--- src/hw/rtl/dist3_pkg.sv ---
`timescale 1ns / 1ps
// ----------------------------------------------------------------------------
// dist3_pkg
// Shared types and constants of the 3D distance pipeline.
// ----------------------------------------------------------------------------
package dist3_pkg;

  localparam int COORD_W    = 16;
  localparam int FRAC_BITS  = 8;
  localparam int DIST_W     = 24;
  localparam int SQ_W       = 34;  // sum of three squares of 17-bit magnitudes
  localparam int ROOT_W     = 17;
  localparam int ROOT_STEPS = 17;
  localparam int NUM_W      = 32;  // plane numerator magnitude
  localparam int REM_W      = 18;

  typedef enum logic [1:0] {
    OP_LENGTH = 2'd0,
    OP_POINT  = 2'd1,
    OP_PLANE  = 2'd2,
    OP_NONE   = 2'd3
  } op_t;

  typedef struct packed {
    op_t              op;
    logic             degen;
    logic [NUM_W-1:0] num;
  } sqrt_side_t;

  typedef struct packed {
    op_t               op;
    logic              degen;
    logic              sat;
    logic [ROOT_W-1:0] root;
  } div_side_t;

endpackage

--- src/hw/rtl/dist3_div.sv ---
`timescale 1ns / 1ps
// ----------------------------------------------------------------------------
// dist3_div
// Overflow check plus restoring divider, one quotient bit per stage,
// and the final result select.
// ----------------------------------------------------------------------------
module dist3_div (
  input  logic                              clk,
  input  logic                              rst_n,
  input  logic                              en,
  input  logic                              in_valid,
  input  logic [dist3_pkg::ROOT_W-1:0]      in_root,
  input  dist3_pkg::sqrt_side_t             in_side,
  output logic                              out_valid,
  output logic [dist3_pkg::DIST_W-1:0]      out_distance,
  output logic                              out_degenerate,
  output logic                              out_saturated
);

  localparam int N  = dist3_pkg::DIST_W;
  localparam int QW = dist3_pkg::DIST_W;
  localparam int EW = dist3_pkg::ROOT_W + dist3_pkg::DIST_W;
  localparam int MW = dist3_pkg::REM_W;

  logic                 e_valid_r;
  logic [MW-1:0]        e_rem_r;
  logic [QW-1:0]        e_w_r;
  dist3_pkg::div_side_t e_side_r;

  logic                 valid_r [N];
  logic [MW-1:0]        rem_r   [N];
  logic [QW-1:0]        w_r     [N];
  dist3_pkg::div_side_t side_r  [N];

  // quotient overflows 24 bits when num >= root * 2^24
  always_ff @(posedge clk) begin
    if (!rst_n) begin
      e_valid_r <= 1'b0;
    end else if (en) begin
      e_valid_r <= in_valid;
    end
  end

  always_ff @(posedge clk) begin
    if (en) begin
      e_rem_r        <= MW'(in_side.num[dist3_pkg::NUM_W-1:QW]);
      e_w_r          <= in_side.num[QW-1:0];
      e_side_r.op    <= in_side.op;
      e_side_r.degen <= in_side.degen;
      e_side_r.root  <= in_root;
      e_side_r.sat   <= EW'(in_side.num) >= (EW'(in_root) << QW);
    end
  end

  for (genvar k = 0; k < N; k++) begin : g_step
    logic                 v_in;
    logic [MW-1:0]        rem_in;
    logic [QW-1:0]        w_in;
    dist3_pkg::div_side_t side_in;
    logic [MW-1:0]        t;
    logic                 ge;

    if (k == 0) begin : g_first
      assign v_in    = e_valid_r;
      assign rem_in  = e_rem_r;
      assign w_in    = e_w_r;
      assign side_in = e_side_r;
    end else begin : g_next
      assign v_in    = valid_r[k-1];
      assign rem_in  = rem_r[k-1];
      assign w_in    = w_r[k-1];
      assign side_in = side_r[k-1];
    end

    assign t  = {rem_in[MW-2:0], w_in[QW-1]};
    assign ge = t >= MW'(side_in.root);

    always_ff @(posedge clk) begin
      if (!rst_n) begin
        valid_r[k] <= 1'b0;
      end else if (en) begin
        valid_r[k] <= v_in;
      end
    end

    always_ff @(posedge clk) begin
      if (en) begin
        side_r[k] <= side_in;
        rem_r[k]  <= ge ? t - MW'(side_in.root) : t;
        w_r[k]    <= {w_in[QW-2:0], ge};
      end
    end
  end

  dist3_pkg::div_side_t fin;
  assign fin = side_r[N-1];

  always_comb begin
    out_distance   = '0;
    out_degenerate = 1'b0;
    out_saturated  = 1'b0;
    case (fin.op)
      dist3_pkg::OP_LENGTH, dist3_pkg::OP_POINT: begin
        out_distance = QW'(fin.root);
      end
      dist3_pkg::OP_PLANE: begin
        if (fin.degen) begin
          out_degenerate = 1'b1;
        end else if (fin.sat) begin
          out_saturated = 1'b1;
          out_distance  = '1;
        end else begin
          out_distance = w_r[N-1];
        end
      end
      default: begin
        out_distance = '0;
      end
    endcase
  end

  assign out_valid = valid_r[N-1];

endmodule
--- config.mk ---
export PLATFORM = sky130hd
export DESIGN_NAME = dist3_div
export DESIGN_NICKNAME = d
export VERILOG_FILES = /design/src/hw/rtl/dist3_pkg.sv /design/src/hw/rtl/dist3_div.sv
export SDC_FILE = /design/constraint.sdc
export NUM_CORES = 2
export LEC_CHECK = 0
export ABC_AREA = 0
export BUFFER_PORTS_ARGS = -buffer_cell sky130_fd_sc_hd__buf_2
export CORE_UTILIZATION = 63
export DETAILED_ROUTE_END_ITERATION = 8
export PLACE_DENSITY = 0.9
export SYNTH_ARGS = -nofsm -noshare
export SYNTH_HDL_FRONTEND = slang
export SYNTH_SLANG_ARGS = --single-unit
--- constraint.sdc ---
create_clock -name clk -period 4.3 [get_ports clk]
set_clock_uncertainty 0.1 [all_clocks]
set_input_delay 1.29 -clock clk [delete_from_list [all_inputs] [get_ports clk]]
set_output_delay 1.29 -clock clk [all_outputs]
set_load 0.005 [all_outputs]
---- Word level (Yosys, flattened, before mapping) ----
Memory sizes are Yosys's and may differ from the RTL's.
Cells that the tools add are included.
Widths: inputs -> output; s select.
cells by class
  $add $sub $neg .......................... 24
  $lt $le $gt $ge ......................... 25
  eq/ne operators ......................... 2
  multiplexer cells ....................... 61
  bitwise operators ....................... 24
  reduce and logical (&&, ||, !) cells .... 2
operators by type and width
  cell                count
  $mux 18             24
  $ge 18x17->1        23
  $sub 18x17->18      23
  $mux 24             2
  $pmux 24 s2         1
  $ge 32x41->1        1
  $mux 1              34
  $or 1x1->1          24
  $sub 9x17->18       1
  $ge 9x17->1         1
  $eq 2x1->1 const B  1
  $eq 2x2->1 const B  1
  $logic_not 2->1     1
  $reduce_or 2->1     1
word-level totals
  register bits after elaboration ......... 54
  bits in writable memories ............... 1536
  output and inout port bits .............. 27
  logic and storage cells ................. 149
  memories ................................ 4
memories
  name     words  bits a word  rd ports  clocked after memory_dff  write ports  RTL line         RTL
  w_r      24     24           24        0                         24           dist3_div.sv:32  logic [QW-1:0] w_r [N];
  side_r   24     21           24        0                         24           dist3_div.sv:33  dist3_pkg::div_side_t side_r [N];
  rem_r    24     18           23        0                         24           dist3_div.sv:31  logic [MW-1:0] rem_r [N];
  valid_r  24     1            24        0                         24           dist3_div.sv:30  logic valid_r [N];

---- Longest topological paths before layout ----
  depth after elaboration ................. 4
  depth in mapped cells ................... 15
  mapped depth without buffers ............ 13

---- Least setup slack after synthesis ----
OpenSTA, ideal clock, no wires.
  kind .................................... register -> register
  start ................................... mem w_r[2][47] in the netlist's numbering
  end ..................................... mem rem_r[2][45] in the netlist's numbering, data pin
  library setup time ...................... 0.260 ns
  arrival time ............................ 2.832 ns
  path slack .............................. 1.109 ns
  stages on the path, launching flop included .. 14
  path buffers ............................ 1
  cells stage by stage .................... edfxtp_1 -> inv_1 -> ha_1 -> inv_1 -> fa_1 -> a21o_1 -> a21oi_2 -> o21bai_1 -> a21oi_2 -> o21ai_2 -> o21ai_1 -> nor4b_4 -> buf_6 -> mux2_2
RTL lines
  item         RTL line
  from (decl)  dist3_div.sv:32
  to (decl)    dist3_div.sv:31

==> results.toml <==
[sta]
finalHoldViolCount = 0
setup_violations = 0
tightest_slew_ns = 1.07
fmax_ghz = 0.250
period_minus_slack_ns = 4.00
rsz0062_at_grt = "no"
slew_headroom_pct = 28.7
fin_crit_sh_pct = 93.0
drv_slew = 0
fin_tns_setup_ns = 0

[finish]
num_antenna_cells = 0
nNetsFinal = 5897
seq_area_mm2 = 0.0465
drive_above_1_share_pct = 10.3
area_delta_synth_final_pct = 10.5
fillCellCount = 6847
multiInputGateArea_mm2 = 0.0221
fin_area_mm2 = 0.0785

[global_routing]
antenna_found_initial = 0
grtUsageTotal_pct = 25.3
grt_pass1_wl_um = 225000
grt_max_degree = 157
grt_pass1_vias = 42000
grt_overflow = 0

[power_and_ir_drop]
p_leak_nw = 31.0
power_density_mw_per_mm2 = 694
vdd_drop_max_mv = 0.508

[detailed_routing]
ant_nets = 0
via_per_inst = 6.05
first_pass_iters = 9
finalWirelength_um = 143000
vias = 42400
dr.first_iter.drc_count = 4281
avgRoutedWirePerCell_um = 20.4
drc = 0

[clocking]
clk_pin_slew_worst_paths_ns = 0.06
cts.sinks = 1549
clkLatencyLatePin_ns = 0.79
tritoncts = "done"
cts_setup_buffers = 0
post_cts_resized = 0
root_buffer = "clkbuf_16"
cts-buffers-inserted = 155
postCtsHoldBufs = 0
clk_path_buf_depth = 3
htreeDepth = 4

[die]
die_area_mm2 = 0.114
io-pin-count = 83
row_count = 122
core-area_mm2 = 0.111
die_height_um = 338
start_util_pct = 63.8
die_w_um = 338

[hold_path]
hold_end = "w_r[0][149]"
holdPathStages = 0
hold_class = "reg -> reg"
worstHoldStart = "w_r[0][124]"

[critical_path]
rr_worst_depth = 11
cp-start-kind = "register"
cp_max_fo = 25
rrSetupSlack_ns = 0.45
rr_endpoint = "rem_r[0][39]"
end_kind = "output pin"
cp.required_ns = 2.91
cp_data_arrival_time_ns = 2.61
path_class = "reg -> out"
timing.rr.start = "w_r[0][47]"
worstSetupStartpoint = "side_r[2][167]"

[logic_synthesis]
synth_ff_type = "edfxtp_1"
synth_cell_types = 87
synth_area_per_cell_um2 = 13.6
synth-async-reset-ratio_pct = 0
ys.warnings.count = 0
syn_area_mm2 = 0.0710
ys_seq_area_share_pct = 65.5
synth_nets = 5704
synth-edff-count = 1547
ys_ff_latch = 1549
synth_cells = 5217

[placed_design]
portBuffers = 82
gp_congestion = 0.922
hpwl_um = 94700
placed_area_mm2 = 0.0734

[status]
status = "complete, no violations"

[run]
cap_violations = 0
layer usage:
metal / GRT usage [%] / vias to the layer above / wire length (µm) / part of all wire (%)
met5: 0 / - / 0 / 0
met4: 10.6 / 0 / 5580 / 3.9
met3: 3.75 / 371 / 8740 / 6.1
met2: 43.3 / 1750 / 71400 / 50
met1: 32.3 / 20600 / 57600 / 40
li1: - / 19700 / - / -
layout make-up:
| type | count | share of cell area (%) |
|---|---|---|
| inverter | 542 | 2.59 |
| clock inverter | 98 | 1.38 |
| timing repair buffer | 125 | 1.14 |
| multi-input combinational | 3037 | 28.2 |
| tap | 1488 | 2.37 |
| clock buffer | 181 | 5.12 |
| sequential | 1549 | 59.2 |
critical path, stage by stage, from the launching register on:
cell      delay, ns
edfxtp_1       0.32
buf_4          0.24
or3b_2         0.82
o22ai_1        0.29
buf_2          0.16
cells in the final DEF (no fill, tap or decap), types with 30 or more instances in the layout:
cell | synthesis | layout
edfxtp_1 | 1547 | 1547
a31oi_1 | 47 | 47
inv_1 | 541 | 541
nor2b_1 | 44 | 44
nor2_1 | 251 | 251
nand3_1 | 45 | 45
mux2_2 | 167 | 167
ha_1 | 408 | 408
clkinv_1 | 1 | 34
or3_1 | 30 | 30
buf_2 | 13 | 81
o21ai_0 | 286 | 286
o21a_1 | 38 | 38
nand4_1 | 51 | 51
xor2_1 | 124 | 124
buf_4 | 3 | 31
o21bai_1 | 51 | 51
nand2b_1 | 49 | 49
xnor2_1 | 164 | 164
a21oi_1 | 319 | 318
nor3_1 | 67 | 66
a211oi_1 | 34 | 34
clkbuf_16 | 0 | 157
and3_1 | 52 | 52
a21o_1 | 182 | 182
nand2_1 | 319 | 319
stage by stage:
| stage | total power [W] | setup WS [ns] | utilization, % | hold WS (ns) | instances |
|---|---|---|---|---|---|
| 2_1_floorplan | 0.0358 | 1.11 | - | 0.300 | 5217 |
| 3_3_place_gp | 0.0396 | 0.934 | 66.0 | 0.300 | 6741 |
| 3_5_place_dp | 0.0404 | 0.639 | 66.0 | 0.305 | 6741 |
| 4_1_cts | 0.0544 | 0.249 | 70.6 | 0.296 | 7020 |
| 5_1_grt | 0.0573 | 0.216 | 70.6 | 0.301 | 7020 |
| 6_report | 0.0545 | 0.303 | 70.6 | 0.297 | 7020 |
cell families (layout without fill, tap and decap cells):
kind of cell,count (synthesis),in the layout,synth area share [%]
AO/OA/AOI/OAI,1161,1161,10.3
XOR/XNOR,288,288,3.55
adder cells (fa/ha/maj),431,431,7.84
buffers and inverters,631,946,3.42
flip-flops,1549,1549,65.5
multiplexers,178,178,2.81
AND/OR/NAND/NOR,979,979,6.59
power breakdown:
| part | internal [W] | total (W) | switching, W |
|---|---|---|---|
| Sequential | 0.0206 | 0.0222 | 0.00164 |
| Combinational | 0.00816 | 0.0187 | 0.0106 |
| Clock | 0.00773 | 0.0136 | 0.00583 |
| Total | 0.0364 | 0.0545 | 0.0180 |
cell usage after synthesis, types with 30 or more instances:
master,count,area (µm²)
mux2_2,167,1880
and3_1,52,325
inv_1,541,2030
nor2_1,251,942
nand2_1,319,1200
a211oi_1,34,255
xnor2_1,164,1440
xor2_1,124,1090
o21bai_1,51,383
nand2b_1,49,307
a31oi_1,47,294
clkbuf_1,63,236
ha_1,408,5100
nor3_1,67,335
nor2b_1,44,275
a21oi_1,319,1600
nand3_1,45,225
or3_1,30,188
a21o_1,182,1370
o21a_1,38,285
nand4_1,51,319
o21ai_0,286,1430
edfxtp_1,1547,46500
worst max path at each step:
stage | endpoint | slack [ns] | cells past startpoint
floorplan | rem_r[2][45] | 1.11 | 13
global placement | rem_r[0][37] | 0.93 | 11
detailed placement | rem_r[0][39] | 0.64 | 11
CTS | out_distance[7] | 0.25 | 4
global route | out_distance[7] | 0.22 | 4
finish | out_distance[6] | 0.30 | 4
state kept, by name, summed over array words and instances, names as in the netlist:
| signal | count |
|---|---|
| side_r | 504 |
| valid_r | 24 |
| e_rem_r | 8 |
| e_valid_r | 1 |
| e_w_r | 24 |
| w_r | 576 |
| rem_r | 391 |
| e_side_r | 21 |
(Power assumes the default switching activity.)
