File: src/hw/rtl/dist3_pkg.sv
`timescale 1ns / 1ps
// ----------------------------------------------------------------------------
// dist3_pkg
// Shared types and constants of the 3D distance pipeline.
// ----------------------------------------------------------------------------
package dist3_pkg;

  localparam int COORD_W    = 16;
  localparam int FRAC_BITS  = 8;
  localparam int DIST_W     = 24;
  localparam int SQ_W       = 34;  // sum of three squares of 17-bit magnitudes
  localparam int ROOT_W     = 17;
  localparam int ROOT_STEPS = 17;
  localparam int NUM_W      = 32;  // plane numerator magnitude
  localparam int REM_W      = 18;

  typedef enum logic [1:0] {
    OP_LENGTH = 2'd0,
    OP_POINT  = 2'd1,
    OP_PLANE  = 2'd2,
    OP_NONE   = 2'd3
  } op_t;

  typedef struct packed {
    op_t              op;
    logic             degen;
    logic [NUM_W-1:0] num;
  } sqrt_side_t;

  typedef struct packed {
    op_t               op;
    logic              degen;
    logic              sat;
    logic [ROOT_W-1:0] root;
  } div_side_t;

endpackage

File: src/hw/rtl/dist3_prep.sv
`timescale 1ns / 1ps
// ----------------------------------------------------------------------------
// dist3_prep
// Three stages: vector select, squares and plane products, sums.
// ----------------------------------------------------------------------------
module dist3_prep (
  input  logic                                 clk,
  input  logic                                 rst_n,
  input  logic                                 en,
  input  logic                                 in_valid,
  input  dist3_pkg::op_t                       in_op,
  input  logic signed [dist3_pkg::COORD_W-1:0] in_p [3],
  input  logic signed [dist3_pkg::COORD_W-1:0] in_q [3],
  input  logic signed [dist3_pkg::COORD_W-1:0] in_d,
  output logic                                 out_valid,
  output logic [dist3_pkg::SQ_W-1:0]           out_sq_sum,
  output dist3_pkg::sqrt_side_t                out_side
);

  localparam int CW = dist3_pkg::COORD_W;
  localparam int PW = 2 * CW;
  localparam int AW = PW + 2;

  // stage 1
  logic                 s1_valid_r;
  dist3_pkg::op_t       s1_op_r;
  logic signed [CW:0]   s1_v_r [3];
  logic signed [CW:0]   s1_v_nxt [3];
  logic signed [CW-1:0] s1_p_r [3];
  logic signed [CW-1:0] s1_q_r [3];
  logic signed [CW-1:0] s1_d_r;

  // stage 2
  logic                 s2_valid_r;
  dist3_pkg::op_t       s2_op_r;
  logic [2*CW+1:0]      s2_sq_r [3];
  logic [2*CW+1:0]      s2_sq_nxt [3];
  logic [CW:0]          s2_mag [3];
  logic signed [PW-1:0] s2_prod_r [3];
  logic signed [CW-1:0] s2_d_r;

  // stage 3
  logic                 s3_valid_r;
  logic [dist3_pkg::SQ_W-1:0] s3_sq_sum_r;
  dist3_pkg::sqrt_side_t      s3_side_r;
  logic [dist3_pkg::SQ_W-1:0] sq_sum_nxt;
  logic signed [AW-1:0]       expr_nxt;
  logic [AW-1:0]              expr_mag;

  always_comb begin
    for (int i = 0; i < 3; i++) begin
      case (in_op)
        dist3_pkg::OP_LENGTH: s1_v_nxt[i] = (CW+1)'(in_p[i]);
        dist3_pkg::OP_POINT:  s1_v_nxt[i] = (CW+1)'(in_q[i]) - (CW+1)'(in_p[i]);
        default:              s1_v_nxt[i] = (CW+1)'(in_q[i]);
      endcase
    end
  end

  always_comb begin
    for (int i = 0; i < 3; i++) begin
      s2_mag[i]    = s1_v_r[i][CW] ? (CW+1)'(-s1_v_r[i]) : (CW+1)'(s1_v_r[i]);
      s2_sq_nxt[i] = (2*CW+2)'(s2_mag[i]) * (2*CW+2)'(s2_mag[i]);
    end
  end

  always_comb begin
    sq_sum_nxt = dist3_pkg::SQ_W'(s2_sq_r[0]) + dist3_pkg::SQ_W'(s2_sq_r[1])
               + dist3_pkg::SQ_W'(s2_sq_r[2]);
    expr_nxt   = AW'(s2_prod_r[0]) + AW'(s2_prod_r[1]) + AW'(s2_prod_r[2])
               + (AW'(s2_d_r) <<< dist3_pkg::FRAC_BITS);
    expr_mag   = expr_nxt[AW-1] ? AW'(-expr_nxt) : AW'(expr_nxt);
  end

  always_ff @(posedge clk) begin
    if (!rst_n) begin
      s1_valid_r <= 1'b0;
      s2_valid_r <= 1'b0;
      s3_valid_r <= 1'b0;
    end else if (en) begin
      s1_valid_r <= in_valid;
      s2_valid_r <= s1_valid_r;
      s3_valid_r <= s2_valid_r;
    end
  end

  always_ff @(posedge clk) begin
    if (en) begin
      s1_op_r <= in_op;
      s1_d_r  <= in_d;
      for (int i = 0; i < 3; i++) begin
        s1_v_r[i] <= s1_v_nxt[i];
        s1_p_r[i] <= in_p[i];
        s1_q_r[i] <= in_q[i];
      end
      s2_op_r <= s1_op_r;
      s2_d_r  <= s1_d_r;
      for (int i = 0; i < 3; i++) begin
        s2_sq_r[i]   <= s2_sq_nxt[i];
        s2_prod_r[i] <= PW'(s1_q_r[i]) * PW'(s1_p_r[i]);
      end
      s3_sq_sum_r     <= sq_sum_nxt;
      s3_side_r.op    <= s2_op_r;
      s3_side_r.degen <= (s2_op_r == dist3_pkg::OP_PLANE) && (sq_sum_nxt == '0);
      s3_side_r.num   <= expr_mag[dist3_pkg::NUM_W-1:0];
    end
  end

  assign out_valid  = s3_valid_r;
  assign out_sq_sum = s3_sq_sum_r;
  assign out_side   = s3_side_r;

endmodule

File: config.mk
export PLATFORM = sky130hd
export DESIGN_NAME = dist3_prep
export DESIGN_NICKNAME = d
export VERILOG_FILES = /design/src/hw/rtl/dist3_pkg.sv /design/src/hw/rtl/dist3_prep.sv
export SDC_FILE = /design/constraint.sdc
export NUM_CORES = 2
export LEC_CHECK = 0
export ABC_AREA = 1
export ABC_CLOCK_PERIOD_IN_PS = 8500
export BUFFER_PORTS_ARGS = -buffer_cell sky130_fd_sc_hd__buf_2
export CAP_MARGIN = 5
export CORE_MARGIN = 5
export CORE_UTILIZATION = 66
export DETAILED_ROUTE_END_ITERATION = 10
export GPL_TIMING_DRIVEN = 0
export PLACE_DENSITY = 0.83
export SLEW_MARGIN = 20
export SYNTH_ARGS = -nofsm -noshare
export SYNTH_HDL_FRONTEND = slang
export SYNTH_SLANG_ARGS = --single-unit
export TNS_END_PERCENT = 50
File: constraint.sdc
create_clock -name clk -period 8.5 [get_ports clk]
set_clock_uncertainty 0.15 [all_clocks]
set_input_delay 0.85 -clock clk [delete_from_list [all_inputs] [get_ports clk]]
set_output_delay 0.85 -clock clk [all_outputs]
set_load 0.05 [all_outputs]
=== Word-level counts from Yosys, hierarchy flattened ===
Memories as Yosys holds them, arrays and structs flattened.
Index checks and enable logic that the tools add are counted.

* Flip-flop bits (word level): 108
* Bits in latches: 0
* Memory bits (writable): 345
* Bits in read-only memories: 0
* Input port bits: 118
* Output and inout bits: 70
* Word-level logic and storage cells: 48
* Memories: 5

* $add $sub $neg: 12
* $mul: 6
* Divide/modulo/power cells: 0
* Order comparisons: 0
* Equal/unequal tests: 2
* Shift-type cells: 0
* Multiplexer cells: 9
* Bitwise logic cells: 0
* Reductions and logical operators: 3

{| class="wikitable"
|+ Memories
! name !! depth !! bits a word !! read ports !! clocked after Yosys merged registers in !! wr ports !! line !! source
|-
| s2_sq_r || 3 || 34 || 3 || 0 || 3 || dist3_prep.sv:36 || <nowiki>logic [2*CW+1:0] s2_sq_r [3];</nowiki>
|-
| s2_prod_r || 3 || 32 || 3 || 0 || 3 || dist3_prep.sv:39 || <nowiki>logic signed [PW-1:0] s2_prod_r [3];</nowiki>
|-
| s1_v_r || 3 || 17 || 3 || 0 || 3 || dist3_prep.sv:27 || <nowiki>logic signed [CW:0] s1_v_r [3];</nowiki>
|-
| s1_p_r || 3 || 16 || 3 || 0 || 3 || dist3_prep.sv:29 || <nowiki>logic signed [CW-1:0] s1_p_r [3];</nowiki>
|-
| s1_q_r || 3 || 16 || 3 || 0 || 3 || dist3_prep.sv:30 || <nowiki>logic signed [CW-1:0] s1_q_r [3];</nowiki>
|}

{| class="wikitable"
|+ Operators with widths
! kind !! number
|-
| $mul A17 B17 Y34 || 3
|-
| $pmux W17 S2 || 3
|-
| $mul A16 B16 Y32 || 3
|-
| $add A34 B34 Y34 || 2
|-
| $mux W17 || 3
|-
| $neg A17 Y17 || 3
|-
| $sub A16 B16 Y17 || 3
|-
| $add A33 B32 Y34 || 1
|-
| $add A34 B24 Y34 || 1
|-
| $logic_not A34 Y1 || 1
|-
| $add A32 B32 Y33 || 1
|-
| $mux W32 || 1
|-
| $neg A32 Y32 || 1
|-
| $eq A2 B1 Y1 const B || 1
|-
| $eq A2 B2 Y1 const B || 1
|-
| $logic_not A2 Y1 || 1
|-
| $mux W1 || 2
|-
| $logic_and A1 B1 Y1 || 1
|}

=== Longest topological paths before layout ===
An unclocked memory read counts as a cell.

* Depth after elaboration: 6
* Gate-level depth with buffers: 39
* Gate-level depth less buffers: 38

=== Worst setup path before layout ===
Ideal clock, no wire load.

* Path kind: reg-to-reg
* From: mem s1_v_r[0][17] in the netlist's numbering
* To: mem s2_sq_r[0][60] in the netlist's numbering (data pin)
* Arrival time: 6.910 ns
* Path slack: 1.182 ns
* Cell stages (with the launch flop): 36
* Buffers on the path: 2
* Period minus slack after synthesis: 7.318 ns
* Cells stage by stage: edfxtp_1 > inv_2 > clkbuf_1 > ha_1 > inv_1 > nor2_1 > inv_1 > nor2_1 > nand2_1 > nor2_1 > inv_1 > nor2_1 > o21ai_0 > nand2_1 > clkbuf_1 > nand2_1 > fa_1 > inv_1 > fa_1 > inv_1 > fa_1 > inv_1 > fa_1 > fa_1 > inv_1 > fa_1 > inv_1 > ha_1 > a21oi_1 > o21ai_0 > a21oi_1 > inv_1 > a21oi_1 > o21ai_0 > a21oi_1 > xnor2_1

{| class="wikitable"
|+ RTL lines
! what !! line
|-
| from (decl) || dist3_prep.sv:27
|-
| to (decl) || dist3_prep.sv:36
|}

==> results.sh <==
export IMPL_postSynthAreaPerCell_sq_um=8.863
export IMPL_nNetsFinal=11400
export IMPL_drv_cap=0
export IMPL_utilization=0.7086
export IMPL_synthMuxAreaShare=0
export IMPL_pre_cts_slack_ns=-0.6043
export IMPL_critPathMaxFanout=9
export IMPL_ant_nets=0
export IMPL_synth_async_sr_flop_share=0
export IMPL_hp_class="primary input to flop"
export IMPL_drt_iter0_markers=5364
export IMPL_design_area_sq_um=83670
export IMPL_gp_congestion=0.9946
export IMPL_status="complete, no violations"
export IMPL_insertion_delay_ns=0.66
export IMPL_grt_pass1_wl_microns=340200
export IMPL_synth_simple_gate_area_frac=0.1303
export IMPL_ios=188
export IMPL_ys_ff_latch=450
export IMPL_slowest_stage="xor2_1"
export IMPL_worst_r2r_cell_count=24
export IMPL_hp_start="in_d[11]"
export IMPL_max_freq_mhz=121.7
export IMPL_post_route_period_util=0.9665
export IMPL_cts_made_buffers=52
export IMPL_grt_pass1_vias=63790
export IMPL_drv_slew=0
export IMPL_worstSetupEndpointType="flop"
export IMPL_final_cell_mix="2446 x inv_1, 1626 x nand2_1, 1453 x fa_1"
export IMPL_rows=126
export IMPL_worstPathRequired_ns=8.73
export IMPL_multi_input_area_sq_um=55120
export IMPL_r2r_end="s2_sq_r[0][67]"
export IMPL_synth_top_family_by_area="adder cells"
export IMPL_initial_core_util=0.6638
export IMPL_ys_flop_type="edfxtp_1"
export IMPL_cp_cell_sequence="nor2_1 -> inv_1 -> nor3_1 -> inv_1 -> nor2_1 -> nor2_1 -> xor2_1 -> inv_1 -> nor2_1 -> fa_1 -> fa_1 -> fa_1 -> fa_1 -> fa_1 -> inv_1 -> fa_1 -> inv_1 -> ha_1 -> a21oi_1 -> o21a_1 -> a21boi_0 -> o221ai_1 -> a211oi_1 -> xor2_1"
export IMPL_cts_buffer_depth=3
export IMPL_die_area_sq_um=125800
export IMPL_synthXorXnorAreaFrac=0.03389
export IMPL_port_buffers=187
export IMPL_cts_tree="done"
export IMPL_critPathKind="flop to flop"
export IMPL_final_common_cell="inv_1"
export IMPL_yosysUniqueCellTypes=61
export IMPL_syn_area_sq_um=78380
export IMPL_layout_drive_gt1_share=0.05103
export IMPL_nFillCells=8942
export IMPL_arrival_ns=8.45
export IMPL_relSlewSlack=0.2248
export IMPL_antenna_found_initial=8
export IMPL_via_count=60170
export IMPL_wire_per_inst_microns=19.87
export IMPL_crit_family="adder cells"
export IMPL_critical_path_depth=24
export IMPL_cp_slowest_stage_delay_ns=0.81
export IMPL_worst_slack_ns=0.2845
export IMPL_grt_overflow=0
export IMPL_synthTopCellsByArea="fa_1 37%, edfxtp_1 17%, inv_1 12%, ha_1 11%, nand2_1 7.8%"
export IMPL_hold_viol=0
export IMPL_die_h_microns=354.6
export IMPL_ff_latch_area_sq_um=13480
export IMPL_worst_pin_slew_ns=1.163
export IMPL_syn_inst=8844
export IMPL_rrSetupSlack_ns=0.28
export IMPL_first_pass_iters=6
export IMPL_route_detailed_drc=0
export IMPL_final_setup_viol_count=0
export IMPL_wl_microns=213300
export IMPL_synth_enable_flop_cells=447
export IMPL_clkTransAtPathRegs_ns=0.07
export IMPL_synth_top_area_share=0.3711
export IMPL_ys_seq_area_frac=0.1720
export IMPL_dp_hpwl_microns=179200
export IMPL_holdBufCountCts=0
export IMPL_rr_startpoint="s1_v_r[0][24]"
export IMPL_rsz0062_at_grt="yes"
export IMPL_grt_max_degree=102
export IMPL_synth_compound_area_frac=0.05504
export IMPL_critPathMostFrequentCell="fa_1"
export IMPL_path_buf_inv=5
export IMPL_grtUsageTotal=0.3467
export IMPL_place_area_sq_um=81510
export IMPL_htree_num_levels=2
export IMPL_area_growth_pct=6.746
export IMPL_root_buffer="clkbuf_16"
export IMPL_fin_crit_ns=8.216
export IMPL_yosys_warnings=0
export IMPL_avgViaCountPerCell=5.606
export IMPL_cts_sinks=450
export IMPL_synthAdderAreaFrac=0.4801
export IMPL_cp_start_kind="flop"
export IMPL_core_area_sq_um=118100
export IMPL_die_w_microns=354.6
export IMPL_hold_depth=1
export IMPL_min_to="s1_d_r[11]"
export IMPL_synth_top_area_cell="fa_1"
worst register-to-register path, delay by kind of cell (launching register included):
family / cells / cell delay [ns]
fa+ha+maj: 7 / 3.34
compound gates: 5 / 1.20
simple gates: 5 / 1.09
xor+xnor: 2 / 0.90
buf+inv: 5 / 0.75
flops: 1 / 0.51
sequential cells by signal (all words and copies together), names as in the netlist:
signal      flops
out_valid       1
s2_valid_r      1
s2_sq_r        99
s2_op_r         2
s1_valid_r      1
s1_op_r         2
s2_d_r         16
out_side       35
s1_d_r         16
s1_q_r         48
s1_v_r         51
s1_p_r         48
out_sq_sum     34
s2_prod_r      96
how the worst max path moves through the flow:
stage | startpoint | to | slack, ns
floorplan | s1_v_r[0][17] | s2_sq_r[0][60] | 1.18
global placement | s1_v_r[0][34] | s2_sq_r[0][98] | -0.58
detailed placement | s1_v_r[0][34] | s2_sq_r[0][101] | -0.60
CTS | s1_v_r[0][34] | s2_sq_r[0][101] | 0.003
global route | s1_v_r[0][17] | s2_sq_r[0][62] | -0.05
finish | s1_v_r[0][24] | s2_sq_r[0][67] | 0.28
what timing repair did:
action                     4_1_cts  5_1_grt
gates resized for setup         17       61
pin swaps                        0        3
setup endpoints to repair       49       44
buffers inserted                 0       23
per-layer routing:
layer	vias to the layer above	track usage	wire, microns
met2	2814	0.5563	98520
met3	688	0.06952	20050
met1	29640	0.4576	82270
met4	2	0.1660	12410
met5	-	0	7
li1	27020	-	-
synthesized netlist by cell type (all sizes together) (5+ instances only):
| master | instances |
|---|---|
| a22oi | 37 |
| edfxtp | 447 |
| a211oi | 8 |
| or2 | 59 |
| o211ai | 22 |
| a31oi | 17 |
| nor2 | 542 |
| o21ai | 227 |
| nand4 | 56 |
| nor4 | 15 |
| ha | 683 |
| a21boi | 15 |
| a21oi | 336 |
| buf | 7 |
| a21o | 20 |
| clkbuf | 207 |
| inv | 2459 |
| nand2 | 1637 |
| clkinv | 9 |
| nor3 | 50 |
| o221ai | 6 |
| o21a | 17 |
| nand3b | 19 |
| nand3 | 136 |
| o2111ai | 8 |
| o31ai | 5 |
| xnor2 | 112 |
| o21bai | 21 |
| xor2 | 187 |
| fa | 1453 |
area by class of cell:
type | instances | share of cell area
multi-input combinational | 5749 | 0.6588
tap | 1536 | 0.02297
inverter | 2468 | 0.1111
antenna | 6 | 0.0001794
clock buffer | 61 | 0.01621
buffer | 213 | 0.01014
clock inverter | 36 | 0.004755
timing repair buffer | 214 | 0.01468
sequential | 450 | 0.1611
logic make-up after synthesis:
family | count (synthesis)
AOI/OAI and AO/OA | 753
xor gates and xnor gates | 299
adders and majority gates | 2136
buffers and inverters | 2682
DFF | 450
other | 2
and+or+nand+nor | 2522
through the flow:
stage | TNS, ns | instances | hold slack (ns)
4_1_cts | 0 | 10700 | 0.1594
6_report | 0 | 10730 | 0.1956
3_3_place_gp | -59.09 | 10600 | 0.2540
5_1_grt | -0.09882 | 10730 | 0.1759
2_1_floorplan | 0 | 8881 | 0.2503
3_5_place_dp | -14.28 | 10610 | 0.2545
Power is not shown: default switching activity piles up to over one toggle a cycle in this logic, so the estimate is an artifact.
