[src/hw/rtl/dist3_pkg.sv]
`timescale 1ns / 1ps
// ----------------------------------------------------------------------------
// dist3_pkg
// Shared types and constants of the 3D distance pipeline.
// ----------------------------------------------------------------------------
package dist3_pkg;

  localparam int COORD_W    = 16;
  localparam int FRAC_BITS  = 8;
  localparam int DIST_W     = 24;
  localparam int SQ_W       = 34;  // sum of three squares of 17-bit magnitudes
  localparam int ROOT_W     = 17;
  localparam int ROOT_STEPS = 17;
  localparam int NUM_W      = 32;  // plane numerator magnitude
  localparam int REM_W      = 18;

  typedef enum logic [1:0] {
    OP_LENGTH = 2'd0,
    OP_POINT  = 2'd1,
    OP_PLANE  = 2'd2,
    OP_NONE   = 2'd3
  } op_t;

  typedef struct packed {
    op_t              op;
    logic             degen;
    logic [NUM_W-1:0] num;
  } sqrt_side_t;

  typedef struct packed {
    op_t               op;
    logic              degen;
    logic              sat;
    logic [ROOT_W-1:0] root;
  } div_side_t;

endpackage

[src/hw/rtl/dist3_sqrt.sv]
`timescale 1ns / 1ps
// ----------------------------------------------------------------------------
// dist3_sqrt
// Integer square root, one result bit per pipeline stage, rounds down.
// ----------------------------------------------------------------------------
module dist3_sqrt (
  input  logic                              clk,
  input  logic                              rst_n,
  input  logic                              en,
  input  logic                              in_valid,
  input  logic [dist3_pkg::SQ_W-1:0]        in_x,
  input  dist3_pkg::sqrt_side_t             in_side,
  output logic                              out_valid,
  output logic [dist3_pkg::ROOT_W-1:0]      out_root,
  output dist3_pkg::sqrt_side_t             out_side
);

  localparam int N  = dist3_pkg::ROOT_STEPS;
  localparam int XW = dist3_pkg::SQ_W;
  localparam int RW = dist3_pkg::SQ_W + 1;

  logic                  valid_r [N];
  logic [XW-1:0]         x_r     [N];
  logic [RW-1:0]         res_r   [N];
  dist3_pkg::sqrt_side_t side_r  [N];

  for (genvar k = 0; k < N; k++) begin : g_step
    localparam logic [RW-1:0] BIT = RW'(1) << (2 * (N - 1 - k));
    logic                  v_in;
    logic [XW-1:0]         x_in;
    logic [RW-1:0]         res_in;
    logic [RW-1:0]         trial;
    dist3_pkg::sqrt_side_t side_in;

    if (k == 0) begin : g_first
      assign v_in    = in_valid;
      assign x_in    = in_x;
      assign res_in  = '0;
      assign side_in = in_side;
    end else begin : g_next
      assign v_in    = valid_r[k-1];
      assign x_in    = x_r[k-1];
      assign res_in  = res_r[k-1];
      assign side_in = side_r[k-1];
    end

    assign trial = res_in + BIT;

    always_ff @(posedge clk) begin
      if (!rst_n) begin
        valid_r[k] <= 1'b0;
      end else if (en) begin
        valid_r[k] <= v_in;
      end
    end

    always_ff @(posedge clk) begin
      if (en) begin
        side_r[k] <= side_in;
        if (RW'(x_in) >= trial) begin
          x_r[k]   <= XW'(RW'(x_in) - trial);
          res_r[k] <= (res_in >> 1) + BIT;
        end else begin
          x_r[k]   <= x_in;
          res_r[k] <= res_in >> 1;
        end
      end
    end
  end

  assign out_valid = valid_r[N-1];
  assign out_root  = res_r[N-1][dist3_pkg::ROOT_W-1:0];
  assign out_side  = side_r[N-1];

endmodule

[config.mk]
export PLATFORM = sky130hd
export DESIGN_NAME = dist3_sqrt
export DESIGN_NICKNAME = d
export VERILOG_FILES = /design/src/hw/rtl/dist3_pkg.sv /design/src/hw/rtl/dist3_sqrt.sv
export SDC_FILE = /design/constraint.sdc
export NUM_CORES = 1
export LEC_CHECK = 0
export BUFFER_PORTS_ARGS = -buffer_cell sky130_fd_sc_hd__buf_2
export CAP_MARGIN = 20
export CORE_UTILIZATION = 65
export DETAILED_ROUTE_END_ITERATION = 8
export GPL_TIMING_DRIVEN = 0
export PLACE_DENSITY = 0.79
export SLEW_MARGIN = 20
export SYNTH_ARGS = -nofsm -noshare
export SYNTH_HDL_FRONTEND = slang
export SYNTH_SLANG_ARGS = --single-unit
[constraint.sdc]
create_clock -name clk -period 6.6 [get_ports clk]
set_input_delay 0.66 -clock clk [delete_from_list [all_inputs] [get_ports clk]]
set_output_delay 0.66 -clock clk [all_outputs]
set_load 0.03 [all_outputs]
# Word-level counts from Yosys, hierarchy flattened
# Memories as Yosys holds them, arrays and structs flattened.
# Cells that the tools add are included.
classes:
  add_sub_neg: 49
  order_cmp: 17
  mux: 158
  n_bitwise: 51
ops:
  columns: ["operator", "n"]
  rows:
  - ["2-to-1 mux 35 bit", 17]
  - ["2-to-1 mux 34 bit", 17]
  - [">= comparator 34 x 35 -> 1 bit", 16]
  - ["subtractor 34 bit", 16]
  - ["2-to-1 mux 1 bit", 124]
  - ["bitwise OR 1 bit", 51]
  - ["adder 34 x 1 -> 35 bit, second input constant", 1]
  - ["adder 34 x 11 -> 35 bit, second input constant", 1]
  - ["adder 34 x 13 -> 35 bit, second input constant", 1]
  - ["adder 34 x 15 -> 35 bit, second input constant", 1]
  - ["adder 34 x 17 -> 35 bit, second input constant", 1]
  - ["adder 34 x 19 -> 35 bit, second input constant", 1]
  - ["adder 34 x 21 -> 35 bit, second input constant", 1]
  - ["adder 34 x 23 -> 35 bit, second input constant", 1]
  - ["adder 34 x 25 -> 35 bit, second input constant", 1]
  - ["adder 34 x 27 -> 35 bit, second input constant", 1]
  - ["adder 34 x 29 -> 35 bit, second input constant", 1]
  - ["adder 34 x 3 -> 35 bit, second input constant", 1]
  - ["adder 34 x 31 -> 35 bit, second input constant", 1]
  - ["adder 34 x 5 -> 35 bit, second input constant", 1]
  - ["adder 34 x 7 -> 35 bit, second input constant", 1]
  - ["adder 34 x 9 -> 35 bit, second input constant", 1]
  - ["adder 35 x 1 -> 35 bit, second input constant", 1]
  - ["adder 35 x 11 -> 35 bit, second input constant", 1]
  - ["other kinds (16)", 16]
word_totals:
  register_bits: 0
  ramBits: 1785
  inputBits: 73
  out_inout_bits: 53
  word_cells: 279
  mem_count: 4
memory_table:
  columns: ["memory", "depth", "width", "read_ports", "rd_clocked_by_memory_dff", "wr", "line", "rtl"]
  rows:
  - ["res_r", 17, 35, 17, 0, 17, "dist3_sqrt.sv:24", "logic [RW-1:0] res_r [N];"]
  - ["side_r", 17, 35, 17, 0, 17, "dist3_sqrt.sv:25", "dist3_pkg::sqrt_side_t side_r [N];"]
  - ["x_r", 17, 34, 16, 0, 17, "dist3_sqrt.sv:23", "logic [XW-1:0] x_r [N];"]
  - ["valid_r", 17, 1, 17, 0, 17, "dist3_sqrt.sv:22", "logic valid_r [N];"]

# Longest topological paths before layout
# Gate-level depths: netlist of run 1.
# An unclocked memory read counts as a cell.
logic_depth:
  depth_word: 7
  depth_mapped: 12
  mapped_depth_nobuf: 11

# Worst setup path after synthesis of run 1
# No wires, ideal clock.
synth_path:
  path_type: "in2reg"
  from: "input port en"
  to: "memory res_r[15][10] (netlist name), enable pin"
  setup_time_ns: 0.425
  t_arrival_ns: 2.546
  t_required_ns: 6.175
  path_slack_ns: 3.629
  cell_stages: 3
  path_cell_list: "clkbuf_1 -> clkbuf_1 -> clkbuf_1"
synth_rtl:
  columns: ["item", "line", "rtl"]
  rows:
  - ["start, declared", "dist3_sqrt.sv:9", "input logic en,"]
  - ["end, declared", "dist3_sqrt.sv:24", null]

==> results of run 1 <==
==> worst min path at each step <==
| stage | start | end | cells after the start |
|---|---|---|---|
| final | in_side[33] | side_r[0][33] | 1 |
| after detailed placement | side_r[9][18] | side_r[10][18] | 0 |
| after CTS | in_side[33] | side_r[0][33] | 1 |
| after global routing | in_side[33] | side_r[0][33] | 1 |
| after floorplan | side_r[9][0] | side_r[10][0] | 0 |
| after global placement | side_r[2][19] | side_r[3][19] | 0 |
==> through the flow <==
stage / TNS, ns / instances / setup WS [ns] / util [%]
finish: 0 / 4585 / 2.20 / 74.4
global route: 0 / 4585 / 2.08 / 74.4
CTS: 0 / 4585 / 2.29 / 74.4
detailed placement: 0 / 4357 / 1.71 / 69.0
global placement: -8330.54 / 4337 / -6.86 / 68.4
floorplan: 0 / 3172 / 3.63 / -
==> cell usage in the layout, fill, tap and decap left out, drive strengths merged, types with 23 or more instances in the layout <==
cell type  netlist  final
nor3            81     81
nand2          190    190
clkinv           0     59
clkbuf          49    183
inv            204    204
a21oi          111    111
o21ai          160    160
nor4            72     72
o21a            31     31
a21o            47     47
buf              4    149
nand2b          38     38
ha             167    167
edfxtp        1308   1308
xor2           124    124
nor2b           23     23
nand4           28     28
nor2           140    140
xnor2           94     94
nand3           29     29
and3            26     26
==> synthesized netlist by cell type (all sizes together) (4+ instances only) <==
master / instances / area (um^2)
edfxtp: 1308 / 39300
inv: 204 / 766
nand2: 190 / 713
ha: 167 / 2090
o21ai: 160 / 801
nor2: 140 / 528
xor2: 124 / 1090
a21oi: 111 / 556
xnor2: 94 / 823
nor3: 81 / 405
nor4: 72 / 457
clkbuf: 49 / 184
a21o: 47 / 353
nand2b: 38 / 238
o21a: 31 / 233
nand3: 29 / 145
nand4: 28 / 175
and3: 26 / 163
nor2b: 23 / 144
or3: 22 / 143
nor4b: 21 / 196
mux2: 17 / 191
or4: 16 / 120
o31ai: 13 / 97.6
a211oi: 11 / 82.6
and2: 10 / 62.6
and4b: 10 / 100
mux2i: 10 / 100
a31oi: 9 / 56.3
nand4b: 9 / 78.8
or2: 8 / 50.1
nor3b: 7 / 52.6
o211ai: 7 / 52.6
a2111oi: 6 / 52.6
a21boi: 6 / 45.0
o2111ai: 6 / 52.6
nand3b: 5 / 37.5
a221oi: 4 / 35.0
buf: 4 / 25.0
o31a: 4 / 35.0
o41a: 4 / 45.0
or4b: 4 / 40.0
==> kinds of logic (layout without fill, tap and decap cells) <==
kind of cell | Yosys count | after routing | share of synthesized area (%)
XOR/XNOR | 218 | 218 | 3.73
adder cells (fa/ha/maj) | 167 | 167 | 4.08
AO/OA/AOI/OAI | 447 | 447 | 5.35
multiplexers | 27 | 27 | 0.569
flip-flops | 1309 | 1309 | 76.7
buffers and inverters | 257 | 630 | 1.90
AND/OR/NAND/NOR | 747 | 747 | 7.66
==> worst max-delay path, stage by stage <==
cell,delay (ns)
buf_8,0.45
buf_16,0.50
clkbuf_1,0.81
clkbuf_1,0.69
o21ai_0,0.37
nor3_1,0.87
nor3_1,0.17
xor2_1,0.19
==> state kept, by name (all words and copies together), names as in the netlist <==
name and cells:
res_r 153, side_r 595, valid_r 17, x_r 544
==> routing by layer <==
metal,track usage (%),vias up
li1,-,12600
met1,32.1,13700
met2,49.0,1125
met3,3.70,269
met4,12.4,0
met5,0,-
==> power by group through the flow <==
| stage | registers [mW] | clock network [mW] | logic [mW] |
|---|---|---|---|
| final | 10.5 | 7.32 | 1.87 |
| after global routing | 10.6 | 7.75 | 2.06 |
| after CTS | 10.5 | 7.44 | 1.86 |
| after detailed placement | 10.7 | 0 | 1.80 |
| after global placement | 10.7 | 0 | 1.70 |
| after floorplan | 10.5 | 0 | 1.27 |
==> cell type report <==
class	count	area, um^2
repair buffers	145	1070
clock inverters	94	1130
plain buffers	53	231
clock buffers	134	3080
multi-input cells	1606	11000
well taps	1040	1300
inverters	204	766
fillers	4363	19900
flip-flops and latches	1309	39300
==> results by stage, run 1 <==
Critical path:
- The cell count of the worst reg-to-reg path is 9.
- For the worst setup path, the data required time is 7.05 ns.
- The type of origin of the critical path is an input pin.
- The data arrival time of the critical path is ~5 ns.
- The destination of the worst register-to-register timing path is x_r[15][17].
- The startpoint of the worst-slack reg-to-reg timing path is res_r[14][12].
- The type of the worst setup path is in -> reg.
- The most critical setup path has its endpoint at x_r[2][32].
- The launch point of the critical path is en.
- The type of element capturing the critical path is a register.
- Setup slack on the worst reg-to-reg path comes out at between 2 and 3 ns.
- In this run the worst path has a maximum fanout of around 110.

Route:
- The total wire length after detailed routing is between 100000 and 150000 um.
- The highest layer touched by signal routing is met4.
- The detailed router put a total of about 40000 um of wire on met1.
- The wire length per cell is roughly 23 um.
- After detailed routing, the met2 layer carries between 50000 and 60000 um of wire.
- The number of design-rule violations left by the first detailed-router iteration is 2318.
- The post-route antenna net violation count is 0.
- The post-detailed-route DRC marker count is 0.
- Using the TritonRoute via totals, the vias-per-cell ratio works out to between 6 and 7.
- The amount of wire on met3 after detailed routing is approximately 5800 um.
- The pre-antenna-repair detailed-routing pass consisted of 8 iterations.
- Detailed routing inserted a total of roughly 28000 vias.

Power:
- The largest voltage drop on the vdd net is just under 500 uV.
- Cell internal power was estimated by the tool at approximately 15 mW.
- The switching power is 4.79 mW.
- The portion of total power attributed to sequential cells is between 50 and 60%.
- The relative contribution of combinational cells to total power is under 10%.
- Summed over all cells, the static leakage comes to around 21 nW.
- Per report_power, the clock group accounts for between 30% and 40% of the total.
- The design draws about 20 mW.
- The areal power density over the cells is 341 mW/mm^2.
- The switching share of power is 24.3%.

STA:
- The final setup violation count is 0.
- The final-report hold violation count came to 0.
- The worst path uses about 67% of the clock period.
- Setup repair after global routing left no endpoint under its margin.
- The actual slew at the worst max-slew pin is 1.16 ns.
- Timing would allow up to ~0.23 GHz.
- The number of max-slew violations in the final report is 0.
- The worst pin sits at a relative slew slack of 22.4%.
- The setup clock skew after layout is 0.0617 ns.
- The tightest hold margin is ~0.1 ns.
- The final critical delay including setup and external delays is between 4 and 5 ns.

Floorplan:
- The initial utilization of the core area, before any placement, comes to 65.9%.
- In this run the horizontal extent of the chip is between 200 and 300 um.
- The floorplan step defined a core boundary enclosing 0.0777 mm^2.
- The floorplan step defined a die boundary enclosing between 0.07 and 0.08 mm^2.
- The floorplan has slightly above 100 rows.
- From bottom edge to top edge, the die measures 283 um.
- approximately 130 I/O pins were placed.

Final layout:
- Compared with the post-synthesis result, the final layout area differs by 12.9%.
- The post-route netlist has between 10% and 20% of its cells at a drive strength greater than 1.
- Summing all non-filler instances in the final layout gives an area of ~0.058 mm^2.
- The net count of the finished layout is 3680.
- The repair_antennas step left the layout with diodes totalling 0.

Clock network:
- In this run, post-CTS repair resized a total of 0 instances.
- The H-tree was split into 3 levels.
- The buffer depth of the longest clock path is 3.
- Buffers inserted to repair hold after CTS numbered 0.
- Once the clock tree was built, the setup fixing pass inserted 0 buffers.
- The TritonCTS clock tree is built.
- The tree is rooted in a clkbuf_16.
- Clock tree synthesis found a total of between 1000 and 1500 sinks.
- At the later pin of the worst-skew pair, clock insertion delay measures around 0.73 ns.
- The clock transition time at the flip-flop clock pins of the worst setup and hold paths is roughly 0.07 ns.
- In this run, CTS created clock tree buffers numbering ~120.

Global routing:
- The total global routing overflow is 0.
- The largest net degree at the start of global routing is 113.
- The via count of the first global-routing pass is 28300.
- The first-pass GRT wire length is between 150000 and 200000 um.
- The global router's overall resource usage is 27.1%.
- The initial antenna violation count is 4.

Synthesis:
- Yosys printed 0 warnings.
- The synthesized netlist cell count is roughly 3200.
- The sequential share of the synthesized area is about 77%.
- The most used flip-flop cell after synthesis is edfxtp_1.
- The synthesized flop and latch total is between 1000 and 1500.
- The fraction of registers with async set/reset is 0%.
- Dividing the synthesized area by the synthesized cell count gives 16.2 um^2.
- The post-synth design cell area is about 0.051 mm^2.
- In this run, distinct cell masters in the synthesized netlist total 72.
- The number of nets in the synthesized netlist is about 3400.
- The number of synthesized flops with an enable pin is around 1300.

Placed design:
- The number of buffers added on ports is between 100 and 150.
- The placer congestion estimate is between 0.8 and 0.9.
- The placed wire-length estimate after detailed placement is roughly 64000 um.
- The instance area at placement is 0.0536 mm^2.

Job:
- The tool flagged a number of max-cap violations equal to 0.

Hold path:
- The type of the worst min-delay path is in -> reg.

Status:
- The run finished with clean final reports.
Power figures use the tool's default switching activity.
==> inputs of run 2 (changes only) <==
ABC_AREA = 1   (was not set)
CORE_UTILIZATION = 57   (was 65)
PLACE_DENSITY = 0.73   (was 0.79)
clock period = 3.9 ns   (was 6.6 ns; I/O delays follow)
==> run 2 against run 1 <==
Combinational power rose to 2.6 times the previous value. Critical endpoint is now x_r[10][12]. Sequential power increased by 69%. Clock skew down 0.035 ns. First-iteration DRC count increased by 16%. Clock power increased by 72%. Highest routed layer unchanged. Synthesized area rose by 13%. Worst hold slack worse by 0.025 ns. Clock-buffer cell count is 21 higher.
==> results by stage, run 2 <==
Status:
- The run finished with clean final reports.

Final layout:
- The net count of the finished layout was 5636 (+53%).
- The final core utilization is 65.4% (-9.1 points).
- Ranked by flip-flop count, first place goes to side_r.
- The flip-flop count of the largest register after layout is 595 (unchanged).
- The library cells used most frequently in the layout, excluding fill and tap cells, are edfxtp_1 (1308), nand2_1 (1206), inv_1 (739), nor2_1 (477), nand3_1 (281).
- Leaving out fill and tap cells, the most frequent cell in the layout is edfxtp_1.
- The share of layout cells above drive strength 1 is 9.86% (-1.2 points).
- The total of fill cells in the finished design is 7520 (+72%).
- In the final layout, the registers with the most flip-flops are side_r: 595 flops, x_r: 544 flops, res_r: 153 flops.
- The post-route non-filler standard cell count is 6798 (+48%).
- Compared with the post-synthesis result, the final layout area differs by 13.6%.

Power:
- The switching share of power is 26.8% (+2.5 points).
- The internal power is 25.7 mW (+72%).
- The largest voltage drop on the vdd net was 612 uV (+27%).
- The switching power is 9.42 mW (+97%).
- The leakage power of the design is 27.1 nW (+27%).
- The portion of total power attributed to sequential cells is 50.5% (-2.9 points).
- The relative contribution of combinational cells to total power came to 13.7% (+4.2 points).
- The areal power density over the cells was 536 mW/mm^2 (+57%).
- The share of power burned in the clock network is 35.8% (-1.3 points).

Clock network:
- The number of H-tree branching levels is 4 (+1).
- The later-pin clock latency in the skew report is 0.73 ns (about the same).
- The buffer depth of the longest clock path is 3 (unchanged).
- The clock transition time at the flip-flop clock pins of the worst setup and hold paths came to 0.06 ns (about the same).
- The post-cts gate resize count is 0 (unchanged).
- The number of buffers added to fix hold violations after cts is 70 (+70).
- The TritonCTS clock tree is built.
- The CTS buffer count is 132 (+9.1%).
- The post-CTS setup buffer count is 0 (unchanged).
- The CTS root buffer is clkbuf_16.
- The number of sinks driven by the clock tree came to 1309 (unchanged).

Route:
- The post-detailed-route DRC marker count is 0 (unchanged).
- The wire length per cell was 18.7 um (-19%).
- The post-route antenna net violation count is 0 (unchanged).
- The number of vias after detailed routing is 35800 (+29%).
- The total wire length after detailed routing is 127000 um (+19%).
- The number of design-rule violations left by the first detailed-router iteration is 2680 (+16%).
- The via density per instance is 5.26 (-13%).
- The number of optimization iterations in the first detailed-route pass is 6 (-2).

Critical path:
- The highest-delay cell along the critical path is buf_2.
- The total number of cells along the worst setup path is 9 (+1).
- The critical path goes through buf_8 > buf_16 > buf_6 > buf_4 > buf_2 > buf_2 > buf_16 > nand4_1 > nand2_1.
- The critical path required time is 4.48 ns (-2.57 ns).
- The endpoint identified for the worst register-to-register timing path is x_r[12][30].
- The top cell family by delay on the critical path is buffers and inverters.
- The critical path is of the in -> reg type.
- The slack of the worst reg-to-reg path came to 1.22 ns (-1.66 ns).
- The top fanout value on the critical path is 91 (-17%).
- The delay of the slowest cell on the worst path came to 0.63 ns (-0.24 ns).
- The sum of buffers and inverters on the critical path came to 7 (+3).
- The startpoint of the worst-slack reg-to-reg timing path is res_r[11][10].
- STA classifies the critical path endpoint as a register.
- The cell count of the worst reg-to-reg path was 12 (+3).
- STA classifies the critical path startpoint as an input pin.
- The data arrival time of the critical path is 3.51 ns (-1.35 ns).

Floorplan:
- The vertical die dimension was 320 um (+13%).
- The effective utilization at floorplan was 57.6% (-8.4 points).
- The area of the die is 0.102 mm^2 (+28%).
- The die boundary width is 320 um (+13%).
- The number of cell rows is 116 (+14%).
- The number of ports placed on the die boundary is 126 (unchanged).
- The standard cell core area came to 0.100 mm^2 (+29%).

Synthesis:
- The largest total area in the synthesized netlist belongs to edfxtp_1.
- The synthesized flop and latch total is 1309 (unchanged).
- The number of nets in the synthesized netlist is 5286 (+55%).
- The synthesized area divided by synthesized cell count is 11.4 um^2 (-29%).
- The post-synth design cell area came to 0.0576 mm^2 (+13%).
- The number of synthesized flops with an enable pin was 1308 (unchanged).
- The fraction of registers with async set/reset is 0% (unchanged).
- The complex-gate fraction of the synthesized area was 3.07% (-2.3 points).
- The sequential share of the synthesized area is 68.2% (-8.5 points).
- The mux cell area share after synthesis is 0% (-0.57 points).
- Counting instances in the post-synthesis netlist gives the leading cell types as edfxtp_1 (1308), nand2_1 (1206), inv_1 (739).
- For this run, the leading register cell type out of synthesis is edfxtp_1.
- After synthesis, the largest family of logic cells by area is simple AND/OR/NAND/NOR gates.
- The synthesized netlist cell count is 5046 (+59%).
- The most common cell in the netlist is edfxtp_1.
- Yosys attributes the largest share of cell area to edfxtp_1 (68%), nand2_1 (7.9%), inv_1 (4.8%).
- The count of different cell masters after synthesis is 55 (-24%).
- The share of Yosys cell area claimed by the top area cell type is 68.1% (-8.5 points).
- The xor/xnor cell area share of the yosys netlist came to 2.02% (-1.7 points).
- The adder-cell area share of the yosys netlist is 3.63% (-0.45 points).
- The count of yosys warnings during synthesis came to 0 (unchanged).
- The area share of and/or/nand/nor cells after synthesis came to 17.5% (+9.8 points).

STA:
- The tightest hold margin is 0.0728 ns (-0.0249 ns).
- The headroom to the max-slew limit came to 49.7% (+27 points).
- The number of max-slew violations in the final report is 0 (unchanged).
- The worst path uses about three quarters of the clock period.
- The final setup violation count is 0 (unchanged).
- The final-report hold violation count is 0 (unchanged).
- Setup repair after global routing left no endpoint under its margin.
- The maximum clock frequency is around 0.34 GHz.
- The setup clock skew after layout is 0.0269 ns (-0.0349 ns).
- The actual slew at the worst max-slew pin was 0.755 ns (-0.409 ns).
- The final critical delay including setup and external delays is a little under 3 ns.
- The final sum of negative setup slack came to 0 ns (unchanged).

Hold path:
- The worst hold path stage count is 1 (unchanged).
- The type of the worst min-delay path is in -> reg.
- The startpoint identified for the worst hold timing path is en.
- The worst hold path terminates at side_r[1][8].

Global routing:
- The met3 demand-to-capacity share in global routing was 3.62% (-0.083 points).
- The global router's overall resource usage is 25.2% (-1.9 points).
- The total global routing overflow is 0 (unchanged).
- The initial antenna violation count is 1 (-3).
- The met2 capacity usage during global routing is 43.8% (-5.3 points).
- The global-route layer with the greatest usage is met2.
- The routing usage on met1 is 32.5% (+0.35 points).
- The largest net degree at the start of global routing came to 115 (+1.8%).
- The via count of the first global-routing pass came to 34900 (+24%).
- The first-pass GRT wire length is 195000 um (+21%).

Placed design:
- The number of buffers added on ports is 125 (unchanged).
- The cell count after placement was 6490 (+49%).
- The placed wire-length estimate after detailed placement came to 90100 um (+40%).
- The placer congestion estimate is 0.953 (+6.4%).

Job:
- The max-capacitance violation count is 0 (unchanged).
[run 2: logic make-up after synthesis]
family | after synthesis
AOI/OAI and AO/OA | 312
xor gates and xnor gates | 133
adders and majority gates | 167
buffers and inverters | 812
DFF | 1309
and+or+nand+nor | 2313
[run 2: worst max path at each step]
stage	start	to	slack, ns
final	en	x_r[10][12]	0.97
after global routing	en	x_r[10][12]	0.91
after CTS	en	x_r[10][12]	1.02
after detailed placement	en	x_r[10][12]	0.24
after global placement	en	x_r[10][12]	-9.11
after floorplan	en	res_r[11][10]	1.41
[run 2: layout make-up]
type / count / area (um^2) / share of cell area [%]
Antenna cell: 1 / 2.50 / 0.00382
Inverter: 753 / 2840 / 4.33
Clock buffer: 155 / 3430 / 5.24
Timing Repair Buffer: 216 / 1870 / 2.86
Tap cell: 1298 / 1620 / 2.48
Clock inverter: 82 / 867 / 1.32
Sequential cell: 1309 / 39300 / 60.0
Multi-Input combinational cell: 2925 / 15100 / 23.0
Buffer: 59 / 449 / 0.686
[run 2: worst reg2reg max path, delay by kind of cell, from the launching register on]
| family | cells | cell delay, ns |
|---|---|---|
| simple gates | 6 | 0.96 |
| buf+inv | 4 | 0.59 |
| flops | 1 | 0.44 |
| compound gates | 1 | 0.24 |
| fa+ha+maj | 1 | 0.22 |
[run 2: power groups by stage]
stage,Sequential [mW],Combinational [mW],Clock (mW)
global route,17.8,5.43,13.3
detailed placement,18.0,4.71,0
CTS,17.7,4.79,12.8
finish,17.7,4.82,12.6
global placement,18.1,4.59,0
floorplan,17.7,3.30,0
[run 2: per-layer routing]
layer  up-vias  wire length, um
li1      17800                -
met1     16800            53200
met2      1003            63600
met3       207             6550
met4         0             3750
met5         -                0
[run 2: metrics by stage]
| step | instance area, um^2 | worst slack (ns) | total power, mW |
|---|---|---|---|
| after floorplan | 57600 | 1.41 | 21.0 |
| after global placement | 59900 | -9.11 | 22.7 |
| after detailed placement | 60500 | 0.241 | 22.7 |
| after CTS | 65500 | 1.02 | 35.3 |
| after global routing | 65500 | 0.910 | 36.6 |
| final | 65500 | 0.970 | 35.1 |
